File: src/design/kfc_pkg.sv
// Shared types, codes and constants for the keyword frequency counter.
// No dependencies; imported by every module of the block.
package kfc_pkg;

    // Operation carried in the tuser of each input item
    typedef enum logic [1:0] {
        OP_LOAD  = 2'd0,
        OP_TEXT  = 2'd1,
        OP_READ  = 2'd2,
        OP_CLEAR = 2'd3
    } kfc_op_t;

    localparam int SLOT_FIELD_W = 3;
    localparam int POS_FIELD_W  = 6;
    localparam int BYTE_W       = 8;
    localparam int COUNT_W      = 16;
    localparam int MASK_W       = 8;

    localparam logic [BYTE_W-1:0]  CHAR_UPPER_A = 8'd65;
    localparam logic [BYTE_W-1:0]  CHAR_UPPER_Z = 8'd90;
    localparam logic [BYTE_W-1:0]  CHAR_LOWER_A = 8'd97;
    localparam logic [BYTE_W-1:0]  CHAR_LOWER_Z = 8'd122;
    localparam logic [COUNT_W-1:0] COUNT_MAX    = 16'hFFFF;

    typedef struct packed {
        kfc_op_t                 opcode;
        logic [SLOT_FIELD_W-1:0] keyword_slot;
        logic [POS_FIELD_W-1:0]  char_position;
        logic [BYTE_W-1:0]       data_byte;
    } kfc_item_t;

    typedef struct packed {
        logic [COUNT_W-1:0] counter_value;
        logic [MASK_W-1:0]  match_mask;
        logic               word_ended;
    } kfc_result_t;

    function automatic logic is_letter(input logic [BYTE_W-1:0] c);
        return ((c >= CHAR_UPPER_A) && (c <= CHAR_UPPER_Z)) ||
               ((c >= CHAR_LOWER_A) && (c <= CHAR_LOWER_Z));
    endfunction

endpackage

File: src/design/kfc_store.sv
// Keyword store: one row per character position, one byte lane per slot.
// Depends on kfc_pkg. Holds the clearing pass that runs after reset.
module kfc_store
    import kfc_pkg::*;
#(
    parameter int NUM_KEYWORDS = 8,
    parameter int WORD_LEN     = 32
)
(
    input  logic                                 clk,
    input  logic                                 rst_n,
    input  logic                                 ld_en,
    input  logic [$clog2(NUM_KEYWORDS+1)-1:0]    ld_slot,
    input  logic [$clog2(WORD_LEN+1)-1:0]        ld_row,
    input  logic [BYTE_W-1:0]                    ld_byte,
    input  logic [$clog2(WORD_LEN+1)-1:0]        rd_row,
    output logic [NUM_KEYWORDS-1:0][BYTE_W-1:0]  rd_bytes,
    output logic                                 clearing
);

    localparam int DEPTH = WORD_LEN + 1;
    localparam int ROW_W = $clog2(WORD_LEN + 1);
    localparam int SEL_W = $clog2(NUM_KEYWORDS + 1);

    logic [NUM_KEYWORDS-1:0][BYTE_W-1:0] mem [DEPTH];

    logic                                clearing_reg;
    logic [ROW_W-1:0]                    clr_row_reg;
    logic [NUM_KEYWORDS-1:0][BYTE_W-1:0] rd_mem_reg;
    logic [NUM_KEYWORDS-1:0]             fwd_hit_reg;
    logic [BYTE_W-1:0]                   fwd_byte_reg;

    logic                    wr_en;
    logic [ROW_W-1:0]        wr_row;
    logic [NUM_KEYWORDS-1:0] wr_be;
    logic [BYTE_W-1:0]       wr_byte;

    always_comb
    begin
        wr_en   = clearing_reg || ld_en;
        wr_row  = clearing_reg ? clr_row_reg : ld_row;
        wr_byte = clearing_reg ? '0 : ld_byte;
        for (int s = 0; s < NUM_KEYWORDS; s++)
        begin
            wr_be[s] = clearing_reg || (ld_slot == SEL_W'(s));
        end
    end

    // Sweep every row to zero, one row a cycle
    always_ff @(posedge clk or negedge rst_n)
    begin
        if (!rst_n)
        begin
            clearing_reg <= 1'b1;
            clr_row_reg  <= '0;
        end
        else if (clearing_reg)
        begin
            if (clr_row_reg == ROW_W'(WORD_LEN))
            begin
                clearing_reg <= 1'b0;
            end
            else
            begin
                clr_row_reg <= clr_row_reg + 1'b1;
            end
        end
    end

    always_ff @(posedge clk)
    begin
        if (wr_en)
        begin
            for (int s = 0; s < NUM_KEYWORDS; s++)
            begin
                if (wr_be[s])
                begin
                    mem[wr_row][s] <= wr_byte;
                end
            end
        end
    end

    // Registered read, with the same-cycle write forwarded per lane
    always_ff @(posedge clk)
    begin
        rd_mem_reg   <= mem[rd_row];
        fwd_byte_reg <= wr_byte;
        for (int s = 0; s < NUM_KEYWORDS; s++)
        begin
            fwd_hit_reg[s] <= wr_en && wr_be[s] && (wr_row == rd_row);
        end
    end

    always_comb
    begin
        for (int s = 0; s < NUM_KEYWORDS; s++)
        begin
            rd_bytes[s] = fwd_hit_reg[s] ? fwd_byte_reg : rd_mem_reg[s];
        end
    end

    assign clearing = clearing_reg;

endmodule

File: src/design/kfc_match.sv
// Word tracker and per-slot match lanes with saturating hit counters.
// Depends on kfc_pkg; takes the keyword bytes at the current word position.
module kfc_match
    import kfc_pkg::*;
#(
    parameter int NUM_KEYWORDS = 8,
    parameter int WORD_LEN     = 32
)
(
    input  logic                                clk,
    input  logic                                rst_n,
    input  logic                                go,
    input  kfc_item_t                           item,
    input  logic [3:0]                          active_keywords,
    input  logic [NUM_KEYWORDS-1:0][BYTE_W-1:0] kw_bytes,
    output logic [$clog2(WORD_LEN+1)-1:0]       word_length_next,
    output kfc_result_t                         result
);

    localparam int LEN_W = $clog2(WORD_LEN + 1);
    localparam int IDX_W = (NUM_KEYWORDS > 1) ? $clog2(NUM_KEYWORDS) : 1;

    logic [LEN_W-1:0]        word_length_reg;
    logic                    word_too_long_reg;
    logic [NUM_KEYWORDS-1:0] still_matching_reg;
    logic [COUNT_W-1:0]      hit_counters_reg [NUM_KEYWORDS];

    logic                    word_too_long_next;
    logic [NUM_KEYWORDS-1:0] still_matching_next;
    logic [NUM_KEYWORDS-1:0] hit;
    logic                    is_text;
    logic                    letter;
    logic [IDX_W-1:0]        slot_sel;

    assign is_text  = (item.opcode == OP_TEXT);
    assign letter   = is_letter(item.data_byte);
    assign slot_sel = IDX_W'(item.keyword_slot);

    always_comb
    begin
        word_length_next    = word_length_reg;
        word_too_long_next  = word_too_long_reg;
        still_matching_next = still_matching_reg;
        hit                 = '0;
        if (go && is_text)
        begin
            if (letter)
            begin
                if (!word_too_long_reg && (32'(word_length_reg) < WORD_LEN))
                begin
                    for (int s = 0; s < NUM_KEYWORDS; s++)
                    begin
                        if (kw_bytes[s] != item.data_byte)
                        begin
                            still_matching_next[s] = 1'b0;
                        end
                    end
                    word_length_next = word_length_reg + 1'b1;
                end
                else
                begin
                    word_too_long_next = 1'b1;
                end
            end
            else
            begin
                // Word ends here: a slot hits when its keyword ends at the same place
                for (int s = 0; s < NUM_KEYWORDS; s++)
                begin
                    hit[s] = !word_too_long_reg && still_matching_reg[s] &&
                             (kw_bytes[s] == '0) &&
                             (32'(s) < 32'(active_keywords));
                end
                word_length_next    = '0;
                word_too_long_next  = 1'b0;
                still_matching_next = '1;
            end
        end
    end

    always_ff @(posedge clk or negedge rst_n)
    begin
        if (!rst_n)
        begin
            word_length_reg    <= '0;
            word_too_long_reg  <= 1'b0;
            still_matching_reg <= '1;
            for (int s = 0; s < NUM_KEYWORDS; s++)
            begin
                hit_counters_reg[s] <= '0;
            end
        end
        else
        begin
            word_length_reg    <= word_length_next;
            word_too_long_reg  <= word_too_long_next;
            still_matching_reg <= still_matching_next;
            for (int s = 0; s < NUM_KEYWORDS; s++)
            begin
                if (go && (item.opcode == OP_CLEAR))
                begin
                    hit_counters_reg[s] <= '0;
                end
                else if (hit[s] && (hit_counters_reg[s] != COUNT_MAX))
                begin
                    hit_counters_reg[s] <= hit_counters_reg[s] + 1'b1;
                end
            end
        end
    end

    always_comb
    begin
        result = '0;
        if ((item.opcode == OP_READ) && (32'(item.keyword_slot) < NUM_KEYWORDS))
        begin
            result.counter_value = hit_counters_reg[slot_sel];
        end
        for (int s = 0; s < NUM_KEYWORDS; s++)
        begin
            if (s < MASK_W)
            begin
                result.match_mask[s] = hit[s];
            end
        end
        result.word_ended = is_text && !letter;
    end

endmodule

File: src/design/keyword_frequency_counter.sv
// Top level of the keyword frequency counter: stream ports, input and result registers.
// Depends on kfc_pkg, kfc_store and kfc_match.
//
// The block splits a byte stream into words (runs of A-Z and a-z; any other byte
// ends a word, an empty word included) and counts, per keyword slot, how many
// words match that slot's keyword exactly and case-sensitively. Each input item
// carries an operation in tuser: load one keyword byte at a slot and position
// (a zero byte terminates the keyword), stream one text byte, read one slot's
// 16-bit saturating counter, or clear all counters. Every item yields exactly
// one result item: the counter on a read, the slot match mask and a word-ended
// flag when a text byte ends a word, zeros otherwise. Only slots below
// active_keywords take part in matching. One item is taken every clock cycle
// unless the sweep runs or a result waits in the output register; an item
// is held in the input register, where the compare against all slots runs in
// parallel on the keyword byte read at the current word position, and its
// result is then held in the output register until taken. The keyword store
// is a memory with one row per character position; after reset it is swept
// to zero one row a cycle, and s_axis_tready stays low during the sweep
// (configuration writes are taken meanwhile). Write active_keywords
// only while the block is idle.
module keyword_frequency_counter
    import kfc_pkg::*;
#(
    parameter int NUM_KEYWORDS = 8,
    parameter int WORD_LEN     = 32
)
(
    input  logic        clk,
    input  logic        rst_n,
    input  logic        cfg_we,
    input  logic [3:0]  cfg_wdata,      // active_keywords
    input  logic        s_axis_tvalid,
    output logic        s_axis_tready,
    input  logic [23:0] s_axis_tdata,   // keyword_slot[2:0], char_position[8:3],
                                        // data_byte[16:9], zero fill
    input  logic [1:0]  s_axis_tuser,   // opcode[1:0]
    output logic        m_axis_tvalid,
    input  logic        m_axis_tready,
    output logic [23:0] m_axis_tdata,   // counter_value[15:0], match_mask[23:16]
    output logic [0:0]  m_axis_tuser    // word_ended[0]
);

    localparam int ROW_W = $clog2(WORD_LEN + 1);
    localparam int SEL_W = $clog2(NUM_KEYWORDS + 1);

    logic [3:0]  active_keywords_reg;
    logic        in_valid_reg;
    kfc_item_t   in_item_reg;
    logic        out_valid_reg;
    kfc_result_t out_result_reg;

    logic        accept;
    logic        advance;
    logic        clearing;
    logic        ld_en;
    kfc_item_t   item_in;
    kfc_result_t result;

    logic [NUM_KEYWORDS-1:0][BYTE_W-1:0] kw_bytes;
    logic [ROW_W-1:0]                    word_length_next;

    // Unpack the incoming item
    always_comb
    begin
        item_in.opcode        = kfc_op_t'(s_axis_tuser);
        item_in.keyword_slot  = s_axis_tdata[2:0];
        item_in.char_position = s_axis_tdata[8:3];
        item_in.data_byte     = s_axis_tdata[16:9];
    end

    // Advance the held item into the result register whenever that has room
    assign advance       = in_valid_reg && (!out_valid_reg || m_axis_tready);
    assign s_axis_tready = !clearing && (!in_valid_reg || advance);
    assign accept        = s_axis_tvalid && s_axis_tready;

    // Drop loads that fall outside the store
    assign ld_en = advance && (in_item_reg.opcode == OP_LOAD) &&
                   (32'(in_item_reg.keyword_slot) < NUM_KEYWORDS) &&
                   (32'(in_item_reg.char_position) <= WORD_LEN);

    always_ff @(posedge clk or negedge rst_n)
    begin
        if (!rst_n)
        begin
            active_keywords_reg <= '0;
        end
        else if (cfg_we)
        begin
            active_keywords_reg <= cfg_wdata;
        end
    end

    always_ff @(posedge clk or negedge rst_n)
    begin
        if (!rst_n)
        begin
            in_valid_reg  <= 1'b0;
            out_valid_reg <= 1'b0;
        end
        else
        begin
            if (accept)
            begin
                in_valid_reg <= 1'b1;
            end
            else if (advance)
            begin
                in_valid_reg <= 1'b0;
            end

            if (advance)
            begin
                out_valid_reg <= 1'b1;
            end
            else if (m_axis_tready)
            begin
                out_valid_reg <= 1'b0;
            end
        end
    end

    // Payload registers: hold until the next accept or advance
    always_ff @(posedge clk)
    begin
        if (accept)
        begin
            in_item_reg <= item_in;
        end
        if (advance)
        begin
            out_result_reg <= result;
        end
    end

    kfc_store #(
        .NUM_KEYWORDS (NUM_KEYWORDS),
        .WORD_LEN     (WORD_LEN)
    ) u_store (
        .clk      (clk),
        .rst_n    (rst_n),
        .ld_en    (ld_en),
        .ld_slot  (SEL_W'(in_item_reg.keyword_slot)),
        .ld_row   (ROW_W'(in_item_reg.char_position)),
        .ld_byte  (in_item_reg.data_byte),
        .rd_row   (word_length_next),
        .rd_bytes (kw_bytes),
        .clearing (clearing)
    );

    kfc_match #(
        .NUM_KEYWORDS (NUM_KEYWORDS),
        .WORD_LEN     (WORD_LEN)
    ) u_match (
        .clk              (clk),
        .rst_n            (rst_n),
        .go               (advance),
        .item             (in_item_reg),
        .active_keywords  (active_keywords_reg),
        .kw_bytes         (kw_bytes),
        .word_length_next (word_length_next),
        .result           (result)
    );

    assign m_axis_tvalid = out_valid_reg;
    assign m_axis_tdata  = {out_result_reg.match_mask, out_result_reg.counter_value};
    assign m_axis_tuser  = out_result_reg.word_ended;

endmodule

File: config.mk
export PLATFORM = sky130hd
export DESIGN_NAME = keyword_frequency_counter
export DESIGN_NICKNAME = d
export VERILOG_FILES = /design/src/design/kfc_pkg.sv /design/src/design/kfc_store.sv /design/src/design/kfc_match.sv /design/src/design/keyword_frequency_counter.sv
export SDC_FILE = /design/constraint.sdc
export NUM_CORES = 2
export LEC_CHECK = 0
export BUFFER_PORTS_ARGS = -buffer_cell sky130_fd_sc_hd__buf_2
export CAP_MARGIN = 10
export CORE_MARGIN = 2
export CORE_UTILIZATION = 52
export CTS_CLUSTER_DIAMETER = 60
export DETAILED_ROUTE_END_ITERATION = 6
export PLACE_DENSITY = 0.67
export SKIP_LAST_GASP = 1
export SYNTH_ARGS = -nofsm -noshare
export SYNTH_HDL_FRONTEND = slang
export SYNTH_HIERARCHICAL = 1
export SYNTH_SLANG_ARGS = --single-unit
File: constraint.sdc
create_clock -name clk -period 25.9 [get_ports clk]
set_input_delay 6.475 -clock clk [delete_from_list [all_inputs] [get_ports clk]]
set_output_delay 6.475 -clock clk [all_outputs]
set_load 0.02 [all_outputs]
==> impl_metrics.tcl <==
set metrics [dict create \
    status "complete, but fails checks" \
    violations "max-slew violations" \
    gp_congestion 0.881 \
    synth_area_leaders "edfxtp_1 (67%), mux4_2 (9.8%), dfrtp_1 (3.8%)" \
    max-cap-violations 0 \
    setup_violations 0 \
    multi_input_area_um2 24600 \
    remaining_drc_errors 0 \
    port_buffers 54 \
    hold-worst-slack_ns 0.449 \
    synth.cell_area_um2 96300 \
    min_from "u_store/mem[32][36]" \
    root_buffer "clkbuf_16" \
    post-route-min-period_ns 13.62 \
    yosysTopAreaCellShare_pct 67.3 \
    core-area_um2 183000 \
    yosys_register_bits 2392 \
    dr.pass1.iters 6 \
    period_share_pct 52.6 \
    via_count 51900 \
    synth_flop_cell "edfxtp_1" \
    post_drt_wl_per_cell_um 30.5 \
    worst_slew_pin_slew_ns 1.68 \
    ctsResizeCount 0 \
    fillCellCount 13500 \
    io_pins 62 \
    hold_buffers 0 \
    r2r-start "in_item_reg[6]" \
    grt_antenna_before_repair 12 \
    rsz0062_at_grt "false" \
    clk_latency_ns 0.89 \
    largest_register_ffs 2112 \
    cts_made_buffers 231 \
    postCtsSetupBuffers 0 \
    cp.required_ns 19.42 \
    ys_seq_area_share_pct 73.0 \
    critPathKind "in -> out" \
    worstPathArrival_ns 7.15 \
    synth.distinct_cells 77 \
    cp_max_fo 4 \
    slew_headroom_pct -11.9 \
    wl_um 248000 \
    drv_slew 127 \
    grt_pass1_wl_um 357000 \
    synth_largest_area_cell "edfxtp_1" \
    start_util_pct 52.5 \
    clock_skew_ns 0.0644 \
    ir_drop_mv 0.0771 \
    fin_setup_tns_ns 0 \
    leakagePower_nw 33.3 \
    setup.worst_path.end_class "primary output" \
    cellPowerDensity_nw_per_um2 75.2 \
    rows 157 \
    crit_path_start_kind "input pin" \
    crit_start "m_axis_tready" \
    syn_to_final_growth_pct 10.9 \
    vias_per_cell 6.38 \
    cts_sinks 2392 \
    postSynthCellCount 5391 \
    cts_tree "built" \
    clockBufferDepth 3 \
    grt_pass1_vias 50200 \
    fp.dieH_um 434 \
    nNetsFinal 5506 \
    yosysMostFrequentCell "edfxtp_1" \
    grt_overflow 0 \
    max_freq_mhz 73.4 \
    htreeDepth 4 \
    postRouteAntennaNets 0 \
    dieArea_um2 189000 \
    grt_max_degree 242 \
    synth_edf_count 2156 \
    regArea_um2 70300 \
    hold_path_class "reg -> reg" \
    synth_commonest_cells "edfxtp_1 (2156), nor2_1 (467), mux4_2 (421)" \
    dp_hpwl_um 145000 \
    die_w_um 434 \
    synth-async-reset-ratio_pct 6.52 \
    drt_iter0_drc 6553 \
    drive_gt1_share_pct 18.9 \
    track_usage_pct 26.4 \
    clkTransAtPathRegs_ns 0.06 \
    yosys_warnings 6 \
    hold_viol 0 \
    syn_avg_cell_area_um2 17.9 \
]
report_power, final:
part           internal, mW  leakage, nW  switching, mW
Combinational         0.172         7.37          0.262
Clock                  1.89         3.68           1.45
Sequential             4.23         22.2         0.0207
Total                  6.29         33.3           1.74
cell families (layout without fill, tap and decap cells):
kind of cell               count (synthesis)  in the layout  synth area share [%]
DFF                                     2392           2392                  73.0
adders and majority gates                 11             11                 0.143
and+or+nand+nor                         1144           1144                  5.70
xor gates and xnor gates                 145            145                  1.32
AOI/OAI and AO/OA                        484            484                  3.44
muxes                                    872            872                  14.7
other                                      1              6               0.00390
buffers and inverters                    342            615                  1.73
final cells by class:
class	instances	share of cell area, %
diodes	4	0.00938
clock buffers	302	5.79
clock inverters	136	1.32
inverters	34	0.124
multi-input cells	2658	23.1
flip-flops and latches	2392	65.8
well taps	2464	2.89
repair buffers	143	0.988
metal layers:
layer  vias to the layer above  part of all wire [%]  track usage [%]
met1                     27100                    39             37.2
met3                       451                   9.5             5.22
met2                      2596                    47             40.5
met4                         4                   4.4             11.1
met5                         -                 0.015                0
li1                      21800                     -                -
cell usage in the layout, fill, tap and decap left out, types with 58 or more instances in the layout:
cell type / count
a21oi_1: 66
buf_4: 79
clkbuf_1: 58
clkbuf_16: 231
dfrtp_1: 147
dfxtp_1: 80
edfxtp_1: 2156
mux2_2: 106
mux2i_1: 345
mux4_2: 421
nand2_1: 183
nand3_1: 68
nand4_1: 129
nor2_1: 462
o221ai_1: 65
o22ai_1: 89
xnor2_1: 114
metrics by stage:
step / cells / power (mW) / area, um2 / setup slack, ns / utilization (%)
floorplan: 5392 / 4.65 / 96300 / 12.49 / -
global placement: 7690 / 4.76 / 99100 / 12.28 / 54.0
detailed placement: 7690 / 4.77 / 99100 / 12.29 / 54.0
CTS: 8128 / 8.08 / 107000 / 12.28 / 58.2
global route: 8132 / 8.25 / 107000 / 12.21 / 58.2
finish: 8133 / 8.03 / 107000 / 12.28 / 58.2
path summary, 6_finish.rpt:
path,to,slack [ns],cells past startpoint
max reg2reg,u_store/rd_mem_reg[49],18.95,12
min in group asynchronous,u_match/hit_counters_reg[126],5.73,1
max,s_axis_tready,12.28,5
min,u_store/rd_mem_reg[36],0.45,2
min reg2reg,u_store/rd_mem_reg[36],0.45,2
max in group asynchronous,active_keywords_reg[0],18.72,2
worst max-delay path, cell delays in order:
cell and delay (ns):
buf_2 0.09, nand2b_1 0.17, nor2_1 0.17, nor2_1 0.06, buf_2 0.18
No activity file was read; power rests on OpenSTA's default activity.
